**src/design/aao_pkg.sv**
```systemverilog
`default_nettype none

package aao_pkg;

    // Default group sizes.
    localparam int unsigned SPG_DEFAULT = 10;
    localparam int unsigned GPO_DEFAULT = 10;

    // Port field widths.
    localparam int unsigned SAMPLE_W   = 10;
    localparam int unsigned CFG_IDX_W  = 2;
    localparam int unsigned CFG_DATA_W = 13;
    localparam int unsigned MEAN_W     = 13;
    localparam int unsigned MAG_W      = 13;
    localparam int unsigned ORIENT_W   = 3;

    // Scaled acceleration in hundredths of g, and the running sums.
    localparam int unsigned G_W   = 13;
    localparam int unsigned SUM_W = 17;

    // Configuration register indexes.
    localparam logic [CFG_IDX_W-1:0] CFG_SENSITIVITY_HIGH = 2'd0;
    localparam logic [CFG_IDX_W-1:0] CFG_OFFSET_X_MV      = 2'd1;
    localparam logic [CFG_IDX_W-1:0] CFG_OFFSET_Y_MV      = 2'd2;
    localparam logic [CFG_IDX_W-1:0] CFG_OFFSET_Z_MV      = 2'd3;

    // One completed group, handed from the front end to the back end.
    typedef struct packed {
        logic signed [SUM_W-1:0] sum_x;
        logic signed [SUM_W-1:0] sum_y;
        logic signed [SUM_W-1:0] sum_z;
        logic signed [G_W-1:0]   g_x;
        logic signed [G_W-1:0]   g_y;
        logic signed [G_W-1:0]   g_z;
    } group_job_t;

endpackage

`default_nettype wire

```
**src/design/aao_fifo.sv**
```systemverilog
`default_nettype none

module aao_fifo
    import aao_pkg::*;
(
    input  logic       clk,
    input  logic       rst_n,
    input  logic       push,
    input  group_job_t push_job,
    output logic       full,
    input  logic       pop,
    output group_job_t pop_job,
    output logic       empty
);

    localparam int unsigned DEPTH = 2;
    localparam int unsigned PTR_W = $clog2(DEPTH);
    localparam int unsigned CNT_W = $clog2(DEPTH + 1);

    group_job_t       entry_reg [DEPTH];
    logic [PTR_W-1:0] wr_ptr_reg, wr_ptr_next;
    logic [PTR_W-1:0] rd_ptr_reg, rd_ptr_next;
    logic [CNT_W-1:0] count_reg, count_next;

    assign full    = (count_reg == CNT_W'(DEPTH));
    assign empty   = (count_reg == '0);
    assign pop_job = entry_reg[rd_ptr_reg];

    always_comb
    begin
        wr_ptr_next = wr_ptr_reg;
        rd_ptr_next = rd_ptr_reg;
        count_next  = count_reg;
        if (push)
        begin
            wr_ptr_next = (wr_ptr_reg == PTR_W'(DEPTH - 1)) ? '0 : wr_ptr_reg + 1'b1;
        end
        if (pop)
        begin
            rd_ptr_next = (rd_ptr_reg == PTR_W'(DEPTH - 1)) ? '0 : rd_ptr_reg + 1'b1;
        end
        if (push && !pop)
        begin
            count_next = count_reg + 1'b1;
        end
        else if (pop && !push)
        begin
            count_next = count_reg - 1'b1;
        end
    end

    always_ff @(posedge clk or negedge rst_n)
    begin
        if (!rst_n)
        begin
            wr_ptr_reg <= '0;
            rd_ptr_reg <= '0;
            count_reg  <= '0;
        end
        else
        begin
            wr_ptr_reg <= wr_ptr_next;
            rd_ptr_reg <= rd_ptr_next;
            count_reg  <= count_next;
        end
    end

    always_ff @(posedge clk)
    begin
        if (push)
        begin
            entry_reg[wr_ptr_reg] <= push_job;
        end
    end

endmodule

`default_nettype wire

```
**config.mk**
```make
export PLATFORM = sky130hd
export DESIGN_NAME = aao_fifo
export DESIGN_NICKNAME = d
export VERILOG_FILES = /design/src/design/aao_pkg.sv /design/src/design/aao_fifo.sv
export SDC_FILE = /design/constraint.sdc
export NUM_CORES = 1
export LEC_CHECK = 0
export ABC_AREA = 1
export BUFFER_PORTS_ARGS = -buffer_cell sky130_fd_sc_hd__buf_2
export CAP_MARGIN = 20
export CORE_MARGIN = 4
export CORE_UTILIZATION = 30
export DETAILED_ROUTE_END_ITERATION = 10
export PLACE_DENSITY = 0.6
export SLEW_MARGIN = 20
export SYNTH_ARGS = -nofsm -noshare
export SYNTH_HDL_FRONTEND = slang
export SYNTH_SLANG_ARGS = --single-unit
```
**constraint.sdc**
```tcl
create_clock -name clk -period 6.2 [get_ports clk]
set_input_delay 0.62 -clock clk [delete_from_list [all_inputs] [get_ports clk]]
set_output_delay 0.62 -clock clk [all_outputs]
set_load 0.1 [all_outputs]
```
# Word level (Yosys, flattened, before mapping)
# Memory sizes are Yosys's and may differ from the RTL's.
# Index checks and enable logic that the tools add are counted.
# word_totals
regBits	4
ramBits	180
inputBits	94
output_inout_bits	92
wordCells	21
mem_count	1
# memory_table
name	words	word_bits	rd	rd_ports_with_merged_regs	wr	line	text
entry_reg	2	90	1	0	1	aao_fifo.sv:20	group_job_t entry_reg [DEPTH];
# classes
n_addsub	4
eq_ne	1
n_mux	6
n_reduce_logical	6
# ops
op	count
$mux W1	4
$mux W2	2
$add A1 B1 Y1 const B	2
$add A2 B1 Y2 const B	1
$eq A2 B2 Y1 const B	1
$logic_and A1 B1 Y1	2
$logic_not A1 Y1	2
$logic_not A2 Y1	1
$reduce_bool A2 Y1	1
$sub A2 B1 Y2 const B	1

# Logic depth before layout (Yosys ltp)
# Gate-level depths: netlist (run 1).
# depth
word_depth	4
depth_mapped	7
ltp_nobuf	7

# Worst setup path before layout (run 1)
# OpenSTA, ideal clock, no wires.
# synth_timing
path_kind	input to register
start	in push
end	mem entry_reg[0][0] (netlist name), enable pin
setup_ns	0.542
arrival_time_ns	4.429
required_time_ns	5.658
slack_ns	1.230
path_stages	2
n_path_buf	0
path_cell_list	inv_1 > nor2_1
# synth_between
elab_chain_cells	2
# synth_lines
element	line	text
start: declaration	aao_fifo.sv:8	input logic push,
$mux W1	aao_fifo.sv:70	if (push)
$mux W1 (not written as such)	aao_fifo.sv:72	entry_reg[wr_ptr_reg] <= push_job;
end: declaration	aao_fifo.sv:20	
# No other way between the ends.

==> flow_metrics.env, run 1 <==
export IMPL_run_status="finished clean"
export IMPL_clkLatencyLatePin_ns=0.42
export IMPL_num_rows=54
export IMPL_syn_cell_area_sq_mm=0.00676
export IMPL_die_area_sq_mm=0.0250
export IMPL_dieWidth_microns=158
export IMPL_cp_data_arrival_time_ns=2.62
export IMPL_yosysWarnings=0
export IMPL_tns_ns=0
export IMPL_numPortBuffers=185
export IMPL_maxSlewHeadroom_pct=45.3
export IMPL_synth_nets=400
export IMPL_design_core_area_sq_mm=0.0220
export IMPL_antenna_found_initial=0
export IMPL_critical_path_top_delay_family="buffers and inverters"
export IMPL_max_stage_delay_ns=0.73
export IMPL_tightest_slew_ns=0.821
export IMPL_setup_ws_ns=2.96
export IMPL_hold_viol=0
export IMPL_cts_sinks=184
export IMPL_nets=599
export IMPL_syn_inst=305
export IMPL_drcViolationCount=0
export IMPL_grtUsageTotal_pct=9.95
export IMPL_root_buffer="clkbuf_16"
export IMPL_cap_violations=0
export IMPL_synth_top_area_share_pct=80.0
export IMPL_clkTransAtPathRegs_ns=0.07
export IMPL_cp_slowest_cell="buf_4"
export IMPL_required_ns=5.58
export IMPL_wirelength_microns=12800
export IMPL_vias=3399
export IMPL_ys_seq_area_share_pct=81.4
export IMPL_synthToLayoutAreaGrowth_pct=26.7
export IMPL_min_period_over_period_pct=52.2
export IMPL_ys_ff_latch=184
export IMPL_slew_viol_final=0
export IMPL_final_cell_mix="buf_2 (185), edfxtp_1 (180), mux2_2 (90), clkbuf_16 (17), inv_1 (6)"
export IMPL_fin_crit_ns=3.24
export IMPL_io_pins=186
export IMPL_diodes=0
export IMPL_cts_setup_buffers=0
export IMPL_drt_pass1_iterations=4
export IMPL_dp_hpwl_microns=8670
export IMPL_viasPerCell=4.26
export IMPL_drive_above_1_share_pct=59.8
export IMPL_worstPathCellList="buf_4, mux2_2, buf_2"
export IMPL_cp_end_kind="primary output"
export IMPL_cts_max_path_buffers=2
export IMPL_largest_reg_flops=180
export IMPL_yosys_area_top_type="edfxtp_1"
export IMPL_hp_class="in2reg"
export IMPL_dp_slack_ns=3.34
export IMPL_ctsHtreeMaxLevel=4
export IMPL_drt_iter0_drc=125
export IMPL_start_kind="flop"
export IMPL_setup_violations=0
export IMPL_wire_per_inst_microns=16.0
export IMPL_critPathBufInv=2
export IMPL_syn_avg_cell_area_sq_um=22.2
export IMPL_die_y_microns=158
export IMPL_fin_util_pct=38.9
export IMPL_antenna_left=0
export IMPL_cts_tree="built"
export IMPL_cp_max_fo=62
export IMPL_ys_types=13
export IMPL_grt_pass1_wl_microns=19000
export IMPL_finClkSkew_ns=0.0139
export IMPL_initial_core_util_pct=30.7
export IMPL_grt_start_max_net_pins=63
export IMPL_rsz0062_at_grt="no"
export IMPL_final_common_cell="buf_2"
export IMPL_crit_type="reg2out"
export IMPL_gp_congestion=0.697
export IMPL_fmax_ghz=0.309
export IMPL_numCtsBuffers=17
export IMPL_grt_overflow_total=0
export IMPL_yosys_top_cells_area="edfxtp_1 (80%), mux2_2 (15%), clkbuf_8 (1.8%)"
export IMPL_first_global_vias=3753
-- cell usage after synthesis (all sizes together) --
cell type    n
dfrtp        4
edfxtp     180
mux2        90
nand4        1
xnor2        1
clkbuf       9
nor2         3
nand2        5
inv          7
ha           1
xor2         2
buf          1
nand3        1
-- routing by layer --
metal	wire (microns)	track usage [%]	vias to the layer above
li1	-	-	1590
met1	5270	11.3	1671
met2	6430	17.1	130
met3	997	4.46	8
met4	88	2.76	0
met5	0	0	-
-- stage by stage --
stage	cells	cell area, sq um	hold slack, ns
after floorplan	305	6760	0.324
after global placement	764	7940	0.432
after detailed placement	764	7940	0.434
after CTS	797	8570	0.361
after global routing	797	8570	0.354
final	797	8570	0.382
-- cell families (layout without fill, tap and decap cells) --
| kind of cell | count (synthesis) | in the layout | synth area share [%] |
|---|---|---|---|
| adder cells (fa/ha/maj) | 1 | 1 | 0.185 |
| AND/OR/NAND/NOR | 10 | 10 | 0.611 |
| XOR/XNOR | 3 | 3 | 0.389 |
| multiplexers | 90 | 90 | 15.0 |
| buffers and inverters | 17 | 229 | 2.39 |
| flip-flops | 184 | 184 | 81.4 |
-- area by class of cell --
| cell class | instances | area (sq um) |
|---|---|---|
| fillers | 2037 | 13500 |
| flip-flops and latches | 184 | 5510 |
| multi-input cells | 104 | 1100 |
| repair buffers | 190 | 966 |
| clock buffers | 20 | 437 |
| well taps | 280 | 350 |
| clock inverters | 12 | 175 |
| inverters | 7 | 27.5 |
-- worst paths after layout --
path	slack, ns	startpoint	cells after the start	endpoint
worst min-delay path	0.38	push_job[17]	1	entry_reg[0][17]
worst min register to register	0.53	count_reg[1]	2	count_reg[1]
worst max register to register	4.13	wr_ptr_reg	3	entry_reg[1][42]
min in group asynchronous	0.56	rst_n	2	wr_ptr_reg
worst max-delay path	2.96	rd_ptr_reg	3	pop_job[28]
max in group asynchronous	5.50	rst_n	2	rd_ptr_reg
-- repair_timing --
action	in CTS	in global routing
hold buffers	1	0
hold endpoints to repair	4	0
gates resized for setup	0	0
Power of run 1 is left out: the tool's default activity adds up to more than one toggle a clock period on the data nets, which glitch-free logic cannot reach.
==> inputs of run 2 (changes only) <==
ABC_AREA = 0   (was 1)
PLACE_DENSITY = 0.62   (was 0.6)
clock period = 2.75 ns   (was 6.2 ns; I/O delays follow)
==> run 2 against run 1 <==
Against the previous run: critical path depth is the same; register-to-register slack lost 3.1 ns; first-iteration DRC count shrank 19%; sequential cell count is the same; final cell count shrank 1.0%; clock skew shrank 0.0070 ns; die area shrank 0.28%; count of clock-buffer cells in the layout shrank 2; critical endpoint is now pop_job[32]; wire length grew 1.1%.
==> flow_metrics.env, run 2 <==
export IMPL_cp_data_arrival_time_ns=2.12
export IMPL_cap_violations=0
export IMPL_die_y_microns=158
export IMPL_num_rows=54
export IMPL_run_status="finished clean"
export IMPL_tightest_slew_ns=0.624
export IMPL_yosys_area_top_type="edfxtp_1"
export IMPL_synth_flop_cell="edfxtp_1"
export IMPL_required_ns=2.48
export IMPL_numPortBuffers=185
export IMPL_clkTransAtPathRegs_ns=0.07
export IMPL_synthTopCellsByCount="edfxtp_1 (180), mux2_2 (90), clkbuf_8 (9), dfrtp_1 (4), xor2_1 (4)"
export IMPL_fin_crit_ns=2.40
export IMPL_cp_max_fo=34
export IMPL_drt_pass1_iterations=4
export IMPL_ys_ff_latch=184
export IMPL_synth_nets=391
export IMPL_drt_iter0_drc=101
export IMPL_dp_hpwl_microns=8820
export IMPL_cts_setup_buffers=0
export IMPL_first_global_vias=3641
export IMPL_die_area_sq_mm=0.0249
export IMPL_largest_reg_flops=180
export IMPL_numCtsBuffers=17
export IMPL_yosys_top_cells_area="edfxtp_1 (80%), mux2_2 (15%), clkbuf_8 (1.8%)"
export IMPL_yosysWarnings=0
export IMPL_syn_inst=296
export IMPL_final_common_cell="buf_2"
export IMPL_drcViolationCount=0
export IMPL_tns_ns=0
export IMPL_ys_types=12
export IMPL_vias=3346
export IMPL_start_kind="flop"
export IMPL_cts_tree="built"
export IMPL_syn_avg_cell_area_sq_um=22.8
export IMPL_async_flop_share_pct=2.17
export IMPL_fin_area_sq_mm=0.00858
export IMPL_drive_above_1_share_pct=61.5
export IMPL_design_core_area_sq_mm=0.0220
export IMPL_wire_per_inst_microns=16.4
export IMPL_fmax_ghz=0.417
export IMPL_diodes=0
export IMPL_initial_core_util_pct=30.7
export IMPL_clkLatencyLatePin_ns=0.41
export IMPL_cts_max_path_buffers=2
export IMPL_synth_top_area_share_pct=80.2
export IMPL_grt_pass1_wl_microns=19200
export IMPL_dieWidth_microns=158
export IMPL_grt_overflow_total=0
export IMPL_nets=591
export IMPL_crit_type="reg2out"
export IMPL_cp_end_kind="primary output"
export IMPL_finClkSkew_ns=0.00694
export IMPL_io_pins=186
export IMPL_maxSlewHeadroom_pct=58.3
export IMPL_ctsHtreeMaxLevel=4
export IMPL_rsz0062_at_grt="no"
export IMPL_place_area_sq_mm=0.00800
export IMPL_ys_seq_area_share_pct=81.7
export IMPL_viasPerCell=4.24
export IMPL_hold_viol=0
export IMPL_hp_class="in2reg"
export IMPL_syn_cell_area_sq_mm=0.00674
export IMPL_gp_congestion=0.696
export IMPL_final_cells=789
export IMPL_antenna_left=0
export IMPL_numPlacedInstances=756
export IMPL_hold_worst_slack_ns=0.0410
export IMPL_grtUsageTotal_pct=10.3
export IMPL_synth_most_common_cell="edfxtp_1"
export IMPL_synthToLayoutAreaGrowth_pct=27.3
export IMPL_synth_edf_count=180
export IMPL_cts_sinks=184
export IMPL_setup_violations=0
export IMPL_root_buffer="clkbuf_16"
export IMPL_slew_viol_final=0
export IMPL_final_cell_mix="buf_2 (185), edfxtp_1 (180), mux2_2 (90), clkbuf_16 (17), buf_12 (5)"
export IMPL_grt_start_max_net_pins=52
export IMPL_antenna_found_initial=0
export IMPL_wirelength_microns=12900
export IMPL_min_period_over_period_pct=87.2
run 2: cell count changes after synthesis, sizes merged:
cell,delta
inv,-6
nor2,-1
nand4,-1
xor2,+2
and2,+1
nand3,-1
nor2b,+2
nand2,-5
run 2: worst paths after layout:
kind | start | end | slack [ns] | cells after the start
min in group asynchronous | rst_n | wr_ptr_reg | 0.21 | 2
min | push_job[22] | entry_reg[1][22] | 0.04 | 1
max in group asynchronous | rst_n | rd_ptr_reg | 2.39 | 2
max reg2reg | wr_ptr_reg | entry_reg[1][80] | 1.04 | 2
min reg2reg | count_reg[1] | count_reg[1] | 0.51 | 1
max | rd_ptr_reg | pop_job[32] | 0.35 | 3
run 2: layer usage:
| layer | GRT usage [%] | up-vias | share of wire, % |
|---|---|---|---|
| met5 | 0 | - | 0 |
| met4 | 3.56 | 0 | 0.89 |
| met3 | 3.69 | 8 | 7.2 |
| met2 | 18.2 | 110 | 52 |
| met1 | 11.5 | 1657 | 40 |
| li1 | - | 1571 | - |
run 2: worst max-delay path, cell delays in order, from the launching register on:
cell and delay (ns):
dfrtp_4 0.75, buf_12 0.28, mux2_2 0.37, buf_2 0.29
run 2: cell type report:
cell class | instances | area, sq um
clock inverter | 14 | 145
clock buffer | 18 | 429
multi-input combinational | 101 | 1110
timing repair buffer | 191 | 1040
fill | 2017 | 13400
sequential | 184 | 5510
tap | 280 | 350
inverter | 1 | 3.75
run 2: cells by family after synthesis:
family	share of synthesized area (%)
flops	81.7
xor+xnor	0.650
simple gates	0.390
buf+inv	2.06
mux	15.0
fa+ha+maj	0.186
run 2: through the flow:
stage               setup WS, ns  utilization (%)
finish                     0.351             39.1
global route               0.215             39.1
CTS                        0.262             39.1
detailed placement         0.729             36.4
global placement           0.763             36.4
floorplan                  0.568                -
run 2: timing repair:
action	4_1_cts	5_1_grt
gates resized for setup	0	0
hold endpoints to repair	4	0
hold buffers	1	0
Power of run 2 is left out for the same reason.
==> inputs of run 3 (changes only) <==
CORE_MARGIN = 3   (was 4)
CORE_UTILIZATION = 47   (was 30)
PLACE_DENSITY = 0.85   (was 0.62)
==> run 3 against run 2 <==
Against the previous run: register-to-register slack improved by 0.03 ns; critical endpoint is now pop_job[73]; first-iteration DRC count rose by 60%; sequential share of layout area rose by 0.83 points; non-clock buffer count fell by 1; worst hold slack improved by 0.0017 ns; fmax fell by 6.1%; final cell count fell by 13%; utilization rose by 22 points; count of clock-buffer cells in the layout did not move; cell area fell by 1.3%; sequential cell count did not move.
==> flow_metrics.env, run 3 (synthesized netlist as in run 2, its figures left out) <==
export IMPL_run_status="finished clean"
export IMPL_worstRegToRegCells=2
export IMPL_drcViolationCount=0
export IMPL_drive_above_1_share_pct=61.0
export IMPL_clkTransAtPathRegs_ns=0.06
export IMPL_cts_tree="built"
export IMPL_drt_iter0_drc=162
export IMPL_maxSlewHeadroom_pct=50.9
export IMPL_initial_core_util_pct=48.4
export IMPL_root_buffer="clkbuf_16"
export IMPL_synthToLayoutAreaGrowth_pct=25.7
export IMPL_clkLatencyLatePin_ns=0.41
export IMPL_drt_pass1_iterations=4
export IMPL_final_common_cell="buf_2"
export IMPL_cp_slowest_cell="dfrtp_4"
export IMPL_wire_per_inst_microns=17.8
export IMPL_nets=590
export IMPL_fmax_ghz=0.391
export IMPL_cts_sinks=184
export IMPL_cp_end_kind="primary output"
export IMPL_ctsHtreeMaxLevel=4
export IMPL_largest_reg_flops=180
export IMPL_numPortBuffers=185
export IMPL_slew_viol_final=0
export IMPL_gp_congestion=0.757
export IMPL_crit_type="reg2out"
export IMPL_timing_rr_end="entry_reg[1][78]"
export IMPL_grt_util_met2_pct=26.9
export IMPL_critPathBufInv=2
export IMPL_die_area_sq_mm=0.0158
export IMPL_fin_crit_ns=2.56
export IMPL_finClkSkew_ns=0.00460
export IMPL_setup_worst_path_end="pop_job[73]"
export IMPL_grt_util_met1_pct=18.5
export IMPL_critical_path_top_delay_family="flip-flops"
export IMPL_crit_path_start="rd_ptr_reg"
export IMPL_rsz0062_at_grt="no"
export IMPL_required_ns=2.48
export IMPL_cts_max_path_buffers=2
export IMPL_worstPathCellList="buf_12, mux2_2, buf_2"
export IMPL_min_period_over_period_pct=92.9
export IMPL_num_rows=43
export IMPL_r2r_start="wr_ptr_reg"
export IMPL_cp_data_arrival_time_ns=2.28
export IMPL_final_seq_area_sq_mm=0.00551
export IMPL_antenna_left=0
export IMPL_vias=3404
export IMPL_hold_viol=0
export IMPL_dieWidth_microns=126
export IMPL_numCtsBuffers=17
export IMPL_dp_hpwl_microns=8230
export IMPL_tightest_slew_ns=0.736
export IMPL_grt_util_met3_pct=5.17
export IMPL_r2r_slack_ns=1.07
export IMPL_cap_violations=0
export IMPL_io_pins=186
export IMPL_fillers=1005
export IMPL_multi_input_area_sq_mm=0.00111
export IMPL_cts_resized=0
export IMPL_max_stage_delay_ns=0.76
export IMPL_design_core_area_sq_mm=0.0139
export IMPL_start_kind="flop"
export IMPL_grt_pass1_wl_microns=19300
export IMPL_setup_violations=0
export IMPL_grt_start_max_net_pins=56
export IMPL_antenna_found_initial=2
export IMPL_first_global_vias=3715
export IMPL_cp_max_fo=55
export IMPL_hp_class="in2reg"
export IMPL_busiest_layer="met2"
export IMPL_final_cell_mix="buf_2 (185), edfxtp_1 (180), mux2_2 (90), clkbuf_16 (17), bufinv_16 (5)"
export IMPL_grtUsageTotal_pct=15.8
export IMPL_wirelength_microns=12300
export IMPL_hold_worst_slack_ns=0.0427
export IMPL_path_depth=3
export IMPL_viasPerCell=4.94
export IMPL_die_y_microns=126
export IMPL_grt_overflow_total=0
export IMPL_tns_ns=0
[run 3: changes by cell type in the layout (fill, tap and decap cells not counted), sizes merged]
cell      before  now
bufinv         2    5
inv            5    2
buf          190  189
clkinv         5    6
clkinvlp       3    2
diode          0    1
[run 3: stage by stage]
step                setup slack [ns]  instance area (sq um)  util [%]  instances
floorplan                      0.568                   6750         -        296
global placement               0.651                   7830      56.2        655
detailed placement             0.611                   7830      56.2        655
CTS                            0.147                   8470      60.8        688
global route                  0.0845                   8470      60.8        689
finish                         0.194                   8470      60.8        689
[run 3: worst min-delay path by stage]
stage / slack (ns) / endpoint / startpoint / cells after the start
after floorplan: -0.02 / count_reg[0] / rst_n / 0
after global placement: 0.08 / count_reg[1] / rst_n / 1
after detailed placement: 0.09 / count_reg[0] / rst_n / 1
after CTS: 0.02 / entry_reg[1][62] / push_job[62] / 1
after global routing: 0.02 / entry_reg[0][17] / push_job[17] / 1
final: 0.04 / entry_reg[0][62] / push_job[62] / 1
[run 3: layer usage]
layer  share of wire, %  wire length (microns)  up-vias
met1                 39                   4800     1679
met2                 52                   6400      126
met4                2.0                    245        2
li1                   -                      -     1577
met5               0.11                     13        -
met3                6.6                    816       20
[run 3: timing repair]
action                    4_1_cts  5_1_grt
hold buffers                    1        0
hold endpoints to repair        4        0
setup buffers                   0        0
[run 3: layout make-up]
cell class / count / share of cell area [%]
Antenna cell: 1 / 0.0295
Timing Repair Buffer: 190 / 11.7
Clock inverter: 14 / 2.41
Multi-Input combinational cell: 101 / 13.1
Tap cell: 180 / 2.66
Inverter: 1 / 0.0443
Clock buffer: 18 / 5.07
Sequential cell: 184 / 65.0
Power of run 3 is left out for the same reason.
