==> config.mk <==
export PLATFORM = sky130hd
export DESIGN_NAME = aao_back_flat
export DESIGN_NICKNAME = d
export VERILOG_FILES = /design/src/design/aao_pkg.sv /design/src/design/aao_if.sv /design/src/design/aao_back.sv /design/src/flat_wrapper.sv
export SDC_FILE = /design/constraint.sdc
export NUM_CORES = 2
export LEC_CHECK = 0
export ABC_AREA = 1
export BUFFER_PORTS_ARGS = -buffer_cell sky130_fd_sc_hd__buf_2
export CORE_AREA = 3 3 519 264
export DETAILED_ROUTE_END_ITERATION = 7
export DIE_AREA = 0 0 522 267
export GPL_ROUTABILITY_DRIVEN = 0
export PLACE_DENSITY = 0.7
export SETUP_SLACK_MARGIN = 0.2
export SYNTH_ARGS = -nofsm -noshare
export SYNTH_HDL_FRONTEND = slang
export SYNTH_SLANG_ARGS = --single-unit
export TNS_END_PERCENT = 100
==> constraint.sdc <==
create_clock -name clk -period 7.67 [get_ports clk]
set_clock_uncertainty 0.1 [all_clocks]
set_input_delay 0 -clock clk [delete_from_list [all_inputs] [get_ports clk]]
set_output_delay 0 -clock clk [all_outputs]
set_load 0.1 [all_outputs]
==> src/design/aao_pkg.sv <==
`default_nettype none

package aao_pkg;

    // Default group sizes.
    localparam int unsigned SPG_DEFAULT = 10;
    localparam int unsigned GPO_DEFAULT = 10;

    // Port field widths.
    localparam int unsigned SAMPLE_W   = 10;
    localparam int unsigned CFG_IDX_W  = 2;
    localparam int unsigned CFG_DATA_W = 13;
    localparam int unsigned MEAN_W     = 13;
    localparam int unsigned MAG_W      = 13;
    localparam int unsigned ORIENT_W   = 3;

    // Scaled acceleration in hundredths of g, and the running sums.
    localparam int unsigned G_W   = 13;
    localparam int unsigned SUM_W = 17;

    // Configuration register indexes.
    localparam logic [CFG_IDX_W-1:0] CFG_SENSITIVITY_HIGH = 2'd0;
    localparam logic [CFG_IDX_W-1:0] CFG_OFFSET_X_MV      = 2'd1;
    localparam logic [CFG_IDX_W-1:0] CFG_OFFSET_Y_MV      = 2'd2;
    localparam logic [CFG_IDX_W-1:0] CFG_OFFSET_Z_MV      = 2'd3;

    // One completed group, handed from the front end to the back end.
    typedef struct packed {
        logic signed [SUM_W-1:0] sum_x;
        logic signed [SUM_W-1:0] sum_y;
        logic signed [SUM_W-1:0] sum_z;
        logic signed [G_W-1:0]   g_x;
        logic signed [G_W-1:0]   g_y;
        logic signed [G_W-1:0]   g_z;
    } group_job_t;

endpackage

`default_nettype wire

==> src/design/aao_if.sv <==
`default_nettype none


interface aao_result_if
    import aao_pkg::*;
();
    logic                       valid;
    logic                       ready;
    logic signed [MEAN_W-1:0]   mean_x;
    logic signed [MEAN_W-1:0]   mean_y;
    logic signed [MEAN_W-1:0]   mean_z;
    logic [MAG_W-1:0]           magnitude;
    logic signed [ORIENT_W-1:0] orientation;
    logic                       orientation_fresh;

    modport source (output valid, output mean_x, output mean_y, output mean_z,
                    output magnitude, output orientation, output orientation_fresh,
                    input ready);
    modport sink (input valid, input mean_x, input mean_y, input mean_z,
                  input magnitude, input orientation, input orientation_fresh,
                  output ready);
endinterface

`default_nettype wire

==> src/design/aao_back.sv <==
`default_nettype none

module aao_back
    import aao_pkg::*;
#(
    parameter int unsigned SAMPLES_PER_GROUP      = SPG_DEFAULT,
    parameter int unsigned GROUPS_PER_ORIENTATION = GPO_DEFAULT
)
(
    input  logic       clk,
    input  logic       rst_n,
    input  logic       empty,
    output logic       pop,
    input  group_job_t pop_job,
    aao_result_if.source result
);

    typedef enum logic [2:0] {
        S_IDLE,
        S_MUL,
        S_MEAN,
        S_AVG_MUL,
        S_CLASS,
        S_SQRT,
        S_EMIT
    } state_t;

    localparam int unsigned GRP_W =
        (GROUPS_PER_ORIENTATION > 1) ? $clog2(GROUPS_PER_ORIENTATION) : 1;
    localparam logic [GRP_W-1:0] GRP_LAST = GRP_W'(GROUPS_PER_ORIENTATION - 1);

    // Truncating division by a constant: (|s| * ceil(2^k / d)) >> k is exact for
    // |s| < 2^SUM_W when k = SUM_W + ceil(log2(d)).
    localparam int unsigned MUL_W   = SUM_W + 2;
    localparam int unsigned PROD_W  = SUM_W + MUL_W;
    localparam int unsigned MEAN_SH = SUM_W + $clog2(SAMPLES_PER_GROUP);
    localparam int unsigned AVG_SH  = SUM_W + $clog2(GROUPS_PER_ORIENTATION);
    localparam logic [MUL_W-1:0] MEAN_MUL = MUL_W'(((64'd1 << MEAN_SH)
        + 64'(SAMPLES_PER_GROUP) - 64'd1) / 64'(SAMPLES_PER_GROUP));
    localparam logic [MUL_W-1:0] AVG_MUL = MUL_W'(((64'd1 << AVG_SH)
        + 64'(GROUPS_PER_ORIENTATION) - 64'd1) / 64'(GROUPS_PER_ORIENTATION));

    localparam int unsigned SQ_W  = 2 * G_W - 2;
    localparam int unsigned RAD_W = SQ_W + 2;
    localparam logic [RAD_W-1:0] ROOT_START = {2'b01, {(RAD_W-2){1'b0}}};

    localparam logic signed [G_W:0] ONE_G = 14'sd100;

    localparam logic signed [ORIENT_W-1:0] ORIENT_NONE  = 3'sd0;
    localparam logic signed [ORIENT_W-1:0] ORIENT_POS_X = 3'sd1;
    localparam logic signed [ORIENT_W-1:0] ORIENT_NEG_X = -3'sd1;
    localparam logic signed [ORIENT_W-1:0] ORIENT_POS_Y = 3'sd2;
    localparam logic signed [ORIENT_W-1:0] ORIENT_NEG_Y = -3'sd2;
    localparam logic signed [ORIENT_W-1:0] ORIENT_POS_Z = 3'sd3;
    localparam logic signed [ORIENT_W-1:0] ORIENT_NEG_Z = -3'sd3;

    function automatic logic [SUM_W-1:0] abs_sum(input logic signed [SUM_W-1:0] v);
        return v[SUM_W-1] ? SUM_W'(-v) : SUM_W'(v);
    endfunction

    // Distance of |a| from one g.
    function automatic logic [G_W:0] dist_one_g(input logic signed [G_W-1:0] a);
        logic signed [G_W:0] aw;
        logic signed [G_W:0] diff;
        aw   = (G_W+1)'(a);
        aw   = (aw < 0) ? -aw : aw;
        diff = ONE_G - aw;
        diff = (diff < 0) ? -diff : diff;
        return diff;
    endfunction

    state_t                     state_reg, state_next;
    group_job_t                 job_reg, job_next;
    logic [PROD_W-1:0]          prod_reg [3];
    logic [PROD_W-1:0]          prod_next [3];
    logic                       neg_reg [3];
    logic                       neg_next [3];
    logic [SQ_W-1:0]            sq_reg [3];
    logic [SQ_W-1:0]            sq_next [3];
    logic signed [G_W-1:0]      mean_reg [3];
    logic signed [G_W-1:0]      mean_next [3];
    logic signed [SUM_W-1:0]    msum_reg [3];
    logic signed [SUM_W-1:0]    msum_next [3];
    logic [GRP_W-1:0]           grp_reg, grp_next;
    logic signed [ORIENT_W-1:0] orient_reg, orient_next;
    logic                       fresh_reg, fresh_next;
    logic [RAD_W-1:0]           rad_reg, rad_next;
    logic [RAD_W-1:0]           root_reg, root_next;
    logic [RAD_W-1:0]           bit_reg, bit_next;
    logic                       out_valid_reg, out_valid_next;
    logic signed [MEAN_W-1:0]   out_mean_reg [3];
    logic signed [MEAN_W-1:0]   out_mean_next [3];
    logic [MAG_W-1:0]           out_mag_reg, out_mag_next;
    logic signed [ORIENT_W-1:0] out_orient_reg, out_orient_next;
    logic                       out_fresh_reg, out_fresh_next;

    logic signed [SUM_W-1:0]    sums [3];
    logic signed [G_W-1:0]      gs [3];
    logic signed [2*G_W-1:0]    gw [3];
    logic [G_W-1:0]             quot [3];
    logic signed [G_W-1:0]      avg [3];
    logic [G_W:0]               dev [3];
    logic [RAD_W-1:0]           trial;

    always_comb
    begin
        sums[0] = job_reg.sum_x;
        sums[1] = job_reg.sum_y;
        sums[2] = job_reg.sum_z;
        gs[0]   = job_reg.g_x;
        gs[1]   = job_reg.g_y;
        gs[2]   = job_reg.g_z;

        state_next      = state_reg;
        job_next        = job_reg;
        grp_next        = grp_reg;
        orient_next     = orient_reg;
        fresh_next      = fresh_reg;
        rad_next        = rad_reg;
        root_next       = root_reg;
        bit_next        = bit_reg;
        out_mag_next    = out_mag_reg;
        out_orient_next = out_orient_reg;
        out_fresh_next  = out_fresh_reg;
        out_valid_next  = out_valid_reg && !result.ready;
        pop             = 1'b0;
        trial           = root_reg + bit_reg;
        for (int k = 0; k < 3; k++)
        begin
            prod_next[k]     = prod_reg[k];
            neg_next[k]      = neg_reg[k];
            sq_next[k]       = sq_reg[k];
            mean_next[k]     = mean_reg[k];
            msum_next[k]     = msum_reg[k];
            out_mean_next[k] = out_mean_reg[k];
            gw[k]            = (2*G_W)'(gs[k]);
            quot[k]          = G_W'(prod_reg[k] >> MEAN_SH);
            avg[k]           = G_W'(prod_reg[k] >> AVG_SH);
            avg[k]           = neg_reg[k] ? -avg[k] : avg[k];
            dev[k]           = dist_one_g(avg[k]);
        end

        case (state_reg)
            S_IDLE:
            begin
                if (!empty)
                begin
                    pop        = 1'b1;
                    job_next   = pop_job;
                    state_next = S_MUL;
                end
            end
            S_MUL:
            begin
                for (int k = 0; k < 3; k++)
                begin
                    neg_next[k]  = sums[k][SUM_W-1];
                    prod_next[k] = PROD_W'(abs_sum(sums[k])) * PROD_W'(MEAN_MUL);
                    sq_next[k]   = SQ_W'(gw[k] * gw[k]);
                end
                state_next = S_MEAN;
            end
            S_MEAN:
            begin
                for (int k = 0; k < 3; k++)
                begin
                    mean_next[k] = neg_reg[k] ? -$signed(quot[k]) : $signed(quot[k]);
                    msum_next[k] = msum_reg[k] + SUM_W'(mean_next[k]);
                end
                rad_next  = RAD_W'(sq_reg[0]) + RAD_W'(sq_reg[1]) + RAD_W'(sq_reg[2]);
                root_next = '0;
                bit_next  = ROOT_START;
                if (grp_reg == GRP_LAST)
                begin
                    grp_next   = '0;
                    state_next = S_AVG_MUL;
                end
                else
                begin
                    grp_next   = grp_reg + 1'b1;
                    fresh_next = 1'b0;
                    state_next = S_SQRT;
                end
            end
            S_AVG_MUL:
            begin
                for (int k = 0; k < 3; k++)
                begin
                    neg_next[k]  = msum_reg[k][SUM_W-1];
                    prod_next[k] = PROD_W'(abs_sum(msum_reg[k])) * PROD_W'(AVG_MUL);
                end
                state_next = S_CLASS;
            end
            S_CLASS:
            begin
                // An axis wins only when it is strictly closer to one g than both others.
                if (dev[0] < dev[1] && dev[0] < dev[2])
                begin
                    orient_next = (avg[0] > 0) ? ORIENT_POS_X : ORIENT_NEG_X;
                end
                else if (dev[1] < dev[0] && dev[1] < dev[2])
                begin
                    orient_next = (avg[1] > 0) ? ORIENT_POS_Y : ORIENT_NEG_Y;
                end
                else if (dev[2] < dev[0] && dev[2] < dev[1])
                begin
                    orient_next = (avg[2] > 0) ? ORIENT_POS_Z : ORIENT_NEG_Z;
                end
                else
                begin
                    orient_next = ORIENT_NONE;
                end
                fresh_next = 1'b1;
                for (int k = 0; k < 3; k++)
                begin
                    msum_next[k] = '0;
                end
                state_next = S_SQRT;
            end
            S_SQRT:
            begin
                // One result bit per cycle, restoring square root.
                if (bit_reg == '0)
                begin
                    state_next = S_EMIT;
                end
                else
                begin
                    if (rad_reg >= trial)
                    begin
                        rad_next  = rad_reg - trial;
                        root_next = (root_reg >> 1) + bit_reg;
                    end
                    else
                    begin
                        root_next = root_reg >> 1;
                    end
                    bit_next = bit_reg >> 2;
                end
            end
            S_EMIT:
            begin
                if (!out_valid_reg || result.ready)
                begin
                    for (int k = 0; k < 3; k++)
                    begin
                        out_mean_next[k] = MEAN_W'(mean_reg[k]);
                    end
                    out_mag_next    = MAG_W'(root_reg);
                    out_orient_next = orient_reg;
                    out_fresh_next  = fresh_reg;
                    out_valid_next  = 1'b1;
                    state_next      = S_IDLE;
                end
            end
            default:
            begin
                state_next = S_IDLE;
            end
        endcase
    end

    assign result.valid             = out_valid_reg;
    assign result.mean_x            = out_mean_reg[0];
    assign result.mean_y            = out_mean_reg[1];
    assign result.mean_z            = out_mean_reg[2];
    assign result.magnitude         = out_mag_reg;
    assign result.orientation       = out_orient_reg;
    assign result.orientation_fresh = out_fresh_reg;

    always_ff @(posedge clk or negedge rst_n)
    begin
        if (!rst_n)
        begin
            state_reg      <= S_IDLE;
            job_reg        <= '0;
            grp_reg        <= '0;
            orient_reg     <= ORIENT_NONE;
            fresh_reg      <= 1'b0;
            rad_reg        <= '0;
            root_reg       <= '0;
            bit_reg        <= '0;
            out_valid_reg  <= 1'b0;
            out_mag_reg    <= '0;
            out_orient_reg <= ORIENT_NONE;
            out_fresh_reg  <= 1'b0;
            for (int k = 0; k < 3; k++)
            begin
                prod_reg[k]     <= '0;
                neg_reg[k]      <= 1'b0;
                sq_reg[k]       <= '0;
                mean_reg[k]     <= '0;
                msum_reg[k]     <= '0;
                out_mean_reg[k] <= '0;
            end
        end
        else
        begin
            state_reg      <= state_next;
            job_reg        <= job_next;
            grp_reg        <= grp_next;
            orient_reg     <= orient_next;
            fresh_reg      <= fresh_next;
            rad_reg        <= rad_next;
            root_reg       <= root_next;
            bit_reg        <= bit_next;
            out_valid_reg  <= out_valid_next;
            out_mag_reg    <= out_mag_next;
            out_orient_reg <= out_orient_next;
            out_fresh_reg  <= out_fresh_next;
            for (int k = 0; k < 3; k++)
            begin
                prod_reg[k]     <= prod_next[k];
                neg_reg[k]      <= neg_next[k];
                sq_reg[k]       <= sq_next[k];
                mean_reg[k]     <= mean_next[k];
                msum_reg[k]     <= msum_next[k];
                out_mean_reg[k] <= out_mean_next[k];
            end
        end
    end

endmodule

`default_nettype wire

==> src/flat_wrapper.sv <==
// flat-port wrapper written by rule: the top's interface ports become plain ports
module aao_back_flat import aao_pkg::*;
#(
    parameter int unsigned SAMPLES_PER_GROUP      = SPG_DEFAULT,
    parameter int unsigned GROUPS_PER_ORIENTATION = GPO_DEFAULT
)
  (clk, rst_n, empty, pop, pop_job, result_valid, result_mean_x, result_mean_y, result_mean_z, result_magnitude, result_orientation, result_orientation_fresh, result_ready);
  aao_result_if result_i ();
  input  logic clk;
  input  logic rst_n;
  input  logic empty;
  output logic pop;
  input  group_job_t pop_job;
  output wire logic [$bits(result_i.valid)-1:0] result_valid;
  output wire logic [$bits(result_i.mean_x)-1:0] result_mean_x;
  output wire logic [$bits(result_i.mean_y)-1:0] result_mean_y;
  output wire logic [$bits(result_i.mean_z)-1:0] result_mean_z;
  output wire logic [$bits(result_i.magnitude)-1:0] result_magnitude;
  output wire logic [$bits(result_i.orientation)-1:0] result_orientation;
  output wire logic [$bits(result_i.orientation_fresh)-1:0] result_orientation_fresh;
  input wire logic [$bits(result_i.ready)-1:0] result_ready;
  assign result_valid = result_i.valid;
  assign result_mean_x = result_i.mean_x;
  assign result_mean_y = result_i.mean_y;
  assign result_mean_z = result_i.mean_z;
  assign result_magnitude = result_i.magnitude;
  assign result_orientation = result_i.orientation;
  assign result_orientation_fresh = result_i.orientation_fresh;
  assign result_i.ready = result_ready;
  aao_back #(.SAMPLES_PER_GROUP(SAMPLES_PER_GROUP), .GROUPS_PER_ORIENTATION(GROUPS_PER_ORIENTATION)) u_core (.clk(clk), .rst_n(rst_n), .empty(empty), .pop(pop), .pop_job(pop_job), .result(result_i));
endmodule
* Word level (Yosys, flattened, before mapping)
Cells that the tools add are included.
** Word-level totals
- Memory bits (writable) :: 0
- Bits in read-only memories :: 0
- Bits in latches :: 0
- Word-level logic and storage cells :: 163
- Output and inout port bits :: 58
- Memories :: 0
- Flip-flop bits (word level) :: 503
- Bits of input ports :: 94
** Cells by class
- $mul :: 9
- Shift operators :: 0
- Reductions and logical operators :: 18
- Divide/modulo/power cells :: 0
- $lt $le $gt $ge :: 16
- Bitwise logic cells :: 1
- Muxes and demuxes :: 44
- $add $sub $neg :: 27
- Eq/ne operators :: 13
** Operators by type and width (number)
- one-hot mux 106 bit (2 select lines) :: 1
- one-hot mux 26 bit (2 select lines) :: 3
- multiplier 17 x 16 -> 33 bit, second input constant :: 4
- two-way mux 26 bit :: 5
- two-way mux 17 bit :: 6
- negation 17 bit :: 6
- one-hot mux 51 bit (2 select lines) :: 1
- less-than comparator 14 bit :: 6
- two-way mux 14 bit :: 6
- multiplier 13 x 13 -> 24 bit :: 3
- multiplier 17 x 16 -> 32 bit, second input constant :: 2
- adder 17 x 13 -> 17 bit :: 3
- less-than comparator 14 x 1 -> 1 bit, second input constant :: 3
- negation 13 -> 14 bit :: 3
- negation 14 bit :: 3
- subtractor 8 x 14 -> 14 bit, first input constant :: 3
- > comparator 13 x 1 -> 1 bit, second input constant :: 3
- less-than comparator 13 x 1 -> 1 bit, second input constant :: 3
- two-way mux 13 bit :: 3
- negation 13 bit :: 3
- two-way mux 3 bit :: 10
- adder 25 x 26 -> 26 bit :: 1
- adder 26 x 24 -> 26 bit :: 1
- adder 26 bit :: 1
- other kinds (24) :: 45

* Depth between registers and ports, before layout
- Word-level depth :: 12
- Gate-level depth with buffers :: 42
- Depth with buffers taken out :: 41

* Worst setup path after synthesis
No wires, ideal clock.
- Path kind :: flip-flop to flip-flop
- Start :: register u_core.job_reg[56] (netlist name)
- End :: register u_core.prod_reg[66] (netlist name)
- Period minus slack after synthesis :: 6653 ps
- Buffers on the path :: 0
- Stages on the path, launching flop included :: 34
- Path slack :: 1017 ps
- Data required time :: 7432 ps
- Data arrival time :: 6414 ps
- Library setup time :: 138 ps
- Cell sequence :: dfrtp_1 -> inv_1 -> ha_1 -> inv_1 -> nor3_1 -> nor3b_1 -> inv_1 -> nor3_1 -> nand2_1 -> nor3_1 -> inv_1 -> nor3_1 -> inv_1 -> nor4_1 -> ha_1 -> ha_1 -> fa_1 -> fa_1 -> inv_1 -> fa_1 -> fa_1 -> inv_1 -> ha_1 -> a21oi_1 -> o21ai_0 -> a21oi_1 -> nand2_1 -> nand2_1 -> nand2_1 -> a31oi_1 -> o21ai_0 -> xor2_1 -> nand2_1 -> o221ai_1
** Between the ends
- Word-level cells in the longest chain between the ends :: 4
** Ends and longest elaborated chain
- start, declared :: RTL line aao_back.sv:73 : group_job_t job_reg, job_next;
- start signal, assigned :: RTL line aao_back.sv:300 : job_reg <= job_next;
- negation 17 bit :: RTL line aao_back.sv:58 : return v[SUM_W-1] ? SUM_W'(-v) : SUM_W'(v);
- two-way mux 17 bit (*) :: RTL line aao_back.sv:58
- multiplier 17 x 16 -> 33 bit (*) :: RTL line aao_back.sv:158 : prod_next[k] = PROD_W'(abs_sum(sums[k])) * PROD_W'(MEAN_MUL);
- one-hot mux 106 bit (2 select lines) (*) :: RTL line aao_back.sv:143 : case (state_reg)
- end signal, assigned by index :: RTL line aao_back.sv:313 : prod_reg[k] <= prod_next[k];
- end, declared :: RTL line aao_back.sv:74 : logic [PROD_W-1:0] prod_reg [3];
Mark *: on every way between the ends. The rest lies on a longest branch, timed or not. The select of a mux whose other input is x is not followed.
A chain may end at the register's enable or synchronous reset.

* Worst setup path in the final report
- Start :: register u_core.job_reg[73] (netlist name)
- End :: register u_core.prod_reg[103] (netlist name)
** Between the ends
- Word-level cells in the longest chain between the ends :: 4
** Ends and longest elaborated chain (RTL line)
- negation 17 bit :: aao_back.sv:58
- two-way mux 17 bit (*) :: aao_back.sv:58
- multiplier 17 x 16 -> 32 bit (*) :: aao_back.sv:158
- one-hot mux 106 bit (2 select lines) (*) :: aao_back.sv:143
Marked as above.

==> flow_metrics.env <==
export IMPL_slew_violations=0
export IMPL_final_setup_viol_count=0
export IMPL_cp_start_kind="flip-flop"
export IMPL_slew_limit_headroom_pct=27.8
export IMPL_nNetsFinal=11300
export IMPL_tightest_slew_ns=1.08
export IMPL_drive_above_1_share_pct=5.98
export IMPL_r2r_start="u_core.job_reg[73]$_DFFE_PN0P_"
export IMPL_drc=0
export IMPL_antenna_found_initial=4
export IMPL_io_buffers=151
export IMPL_ys_types=68
export IMPL_die_y_um=267
export IMPL_syn_area_per_cell_um2=8.25
export IMPL_critPathCapture="u_core.prod_reg[103]$_DFFE_PN0P_"
export IMPL_grt_setup_unrepaired="true"
export IMPL_clk_pin_slew_ns=0.08
export IMPL_routed_wl_um=209000
export IMPL_start_util_pct=54.7
export IMPL_synth_edf_count=0
export IMPL_cts_htree_levels=2
export IMPL_crit_arrival_ns=7.72
export IMPL_wl_per_cell_um=19.0
export IMPL_ios=152
export IMPL_path_max_fanout=7
export IMPL_rows=95
export IMPL_vias=60300
export IMPL_ys_ff_latch=424
export IMPL_rrSetupSlack_ns=0.44
export IMPL_grt_pass1_wl_um=334000
export IMPL_area_delta_synth_final_pct=8.93
export IMPL_setup_worst_path_start="u_core.job_reg[73]$_DFFE_PN0P_"
export IMPL_core_um2=133000
export IMPL_final_cell_area_um2=79400
export IMPL_synthFlopType="dfrtp_1"
export IMPL_vias_per_cell=5.50
export IMPL_hpwl_um=172000
export IMPL_cts_root_buffer="clkbuf_16"
export IMPL_first_pass_iters=7
export IMPL_die_area_um2=139000
export IMPL_cts_path_max_buffers=3
export IMPL_synthCells=8836
export IMPL_fin_crit_ns=7.23
export IMPL_crit_type="reg2reg"
export IMPL_die_w_um=522
export IMPL_period_share_pct=94.3
export IMPL_drt_iter0_markers=6273
export IMPL_pre_cts_ws_ns=-0.0742
export IMPL_synth_async_reset_ratio_pct=100
export IMPL_r2r_cells=25
export IMPL_fin_util_pct=59.6
export IMPL_ant_nets=0
export IMPL_hold_class="in2reg"
export IMPL_final_setup_worst_slack_ns=0.435
export IMPL_crit_required_ns=8.16
export IMPL_overflow=0
export IMPL_grt_pass1_vias=59900
export IMPL_r2r_end="u_core.prod_reg[103]$_DFFE_PN0P_"
export IMPL_largest_register_ffs=69
export IMPL_status="complete, no violations"
export IMPL_grt_use_total_pct=30.3
export IMPL_hold_viol_final=0
export IMPL_yosys_warnings=0
export IMPL_drv_cap=0
export IMPL_place_area_um2=76000
export IMPL_grt_max_degree=137
export IMPL_synth_cell_area_um2=72900
export IMPL_fmax_mhz=138
export IMPL_min_delay_start="pop_job[70]"
export IMPL_cts_tree="done"
export IMPL_cp_end_kind="flip-flop"
export IMPL_clock_sinks=424
export IMPL_seq_area_frac_synth_pct=14.6
export IMPL_clkLatencyLatePin_ns=0.68
export IMPL_cts_buffers=48
-- worst max-delay path: stages, from the launching register on --
cell and delay (ns):
dfrtp_1 0.47, nor2_1 0.18, nand3_1 0.12, nor3_1 0.31
inv_1 0.08, o21ai_1 0.28, nand2_1 0.16, xor2_2 0.39
ha_1 0.36, inv_1 0.18, fa_1 0.49, fa_1 0.50
inv_1 0.05, fa_1 0.49, fa_1 0.43, ha_1 0.32
ha_1 0.41, nand2_1 0.15, nor4_2 0.38, nand3_1 0.12
o211ai_1 0.35, nand4_1 0.15, o211ai_1 0.14, xor2_1 0.22
nand2_2 0.18, o211ai_1 0.15
-- metrics by stage --
step | hold WS (ns) | setup TNS (ns) | instances
after floorplan | -0.396 | 0 | 8841
after global placement | -0.0333 | 0 | 10700
after detailed placement | -0.0317 | -0.0742 | 10700
after CTS | 0.00324 | 0 | 11000
after global routing | 0.0419 | -0.00206 | 11000
final | 0.0288 | 0 | 11000
-- layer usage --
metal  vias to the layer above  wire length [um]  track usage [%]  share of wire, %
met5                         -               119                0             0.057
met4                         8              3330             4.67               1.6
met3                       264             29200             11.5                14
met2                      2912             76300             38.9                37
met1                     29000             99800             48.0                48
li1                      28200                 -                -                 -
-- how the worst min path moves through the flow --
| stage | slack [ns] | cells past startpoint | end |
|---|---|---|---|
| 5_1_grt | 0.04 | 4 | u_core.job_reg[46]$_DFFE_PN0P_ |
| 3_3_place_gp | -0.03 | 1 | u_core.result.mean_x[11]$_DFFE_PN0P_ |
| 6_report | 0.03 | 4 | u_core.job_reg[70]$_DFFE_PN0P_ |
| 2_1_floorplan | -0.40 | 0 | u_core.bit_reg[0]$_DFFE_PN0P_ |
| 3_5_place_dp | -0.03 | 1 | u_core.result.mean_x[11]$_DFFE_PN0P_ |
| 4_1_cts | 0.003 | 4 | u_core.job_reg[70]$_DFFE_PN0P_ |
-- Yosys cell counts (all sizes together), types with 13 or more instances --
cell	number	area share, %
o22ai	46	0.39
dfrtp	424	15
nor4	21	0.18
xor2	230	2.8
o31ai	26	0.27
a21oi	415	2.9
o211ai	37	0.39
xnor2	125	1.5
inv	2143	11
nor2	376	2.1
nor3	68	0.47
a31oi	54	0.46
clkbuf	142	0.73
nand3	247	1.8
or2	21	0.18
a21o	16	0.16
mux2	17	0.26
ha	1165	20
o221ai	13	0.16
nand3b	15	0.17
o21bai	36	0.37
nand2	1612	8.5
nand4	51	0.44
o21a	15	0.15
fa	936	26
buf	21	0.21
o21ai	490	3.4
-- logic make-up after synthesis --
group	Yosys count	synth area share [%]
flip-flops	424	14.6
buffers and inverters	2313	12.0
multiplexers	17	0.263
adder cells (fa/ha/maj)	2101	45.7
AO/OA/AOI/OAI	1204	9.25
other	2	0.0103
AND/OR/NAND/NOR	2420	13.9
XOR/XNOR	355	4.28
-- repair_timing --
action,in CTS,in global routing
setup endpoints to repair,3,34
buffers inserted,0,5
hold buffers,150,0
pin swaps,0,8
resized for setup,2,73
hold endpoints to repair,229,0
-- layout by cell type (no fill, tap or decap), drive strengths merged, types with 17 or more instances in the layout --
cell type | netlist | final
inv | 2143 | 2150
nand2 | 1612 | 1612
ha | 1165 | 1165
fa | 936 | 936
o21ai | 490 | 490
dfrtp | 424 | 424
a21oi | 415 | 415
nor2 | 376 | 376
buf | 21 | 251
nand3 | 247 | 247
xor2 | 230 | 230
dlygate4sd3 | 0 | 149
xnor2 | 125 | 125
nor3 | 68 | 68
clkbuf | 142 | 66
a31oi | 54 | 54
nand4 | 51 | 51
o22ai | 46 | 46
o211ai | 37 | 37
o21bai | 36 | 36
o31ai | 26 | 26
or2 | 21 | 21
nor4 | 21 | 21
mux2 | 17 | 17
-- final cells by class --
class	instances	area [um2]
fillers	11500	53900
well taps	1794	2240
clock inverters	21	204
multi-input cells	6104	53800
clock buffers	66	1350
inverters	2150	8080
repair buffers	400	3050
flip-flops and latches	424	10600
diodes	3	7.51
Power is left out: the tool's default activity adds up to more than one toggle a clock period on the data nets, which glitch-free logic cannot reach.
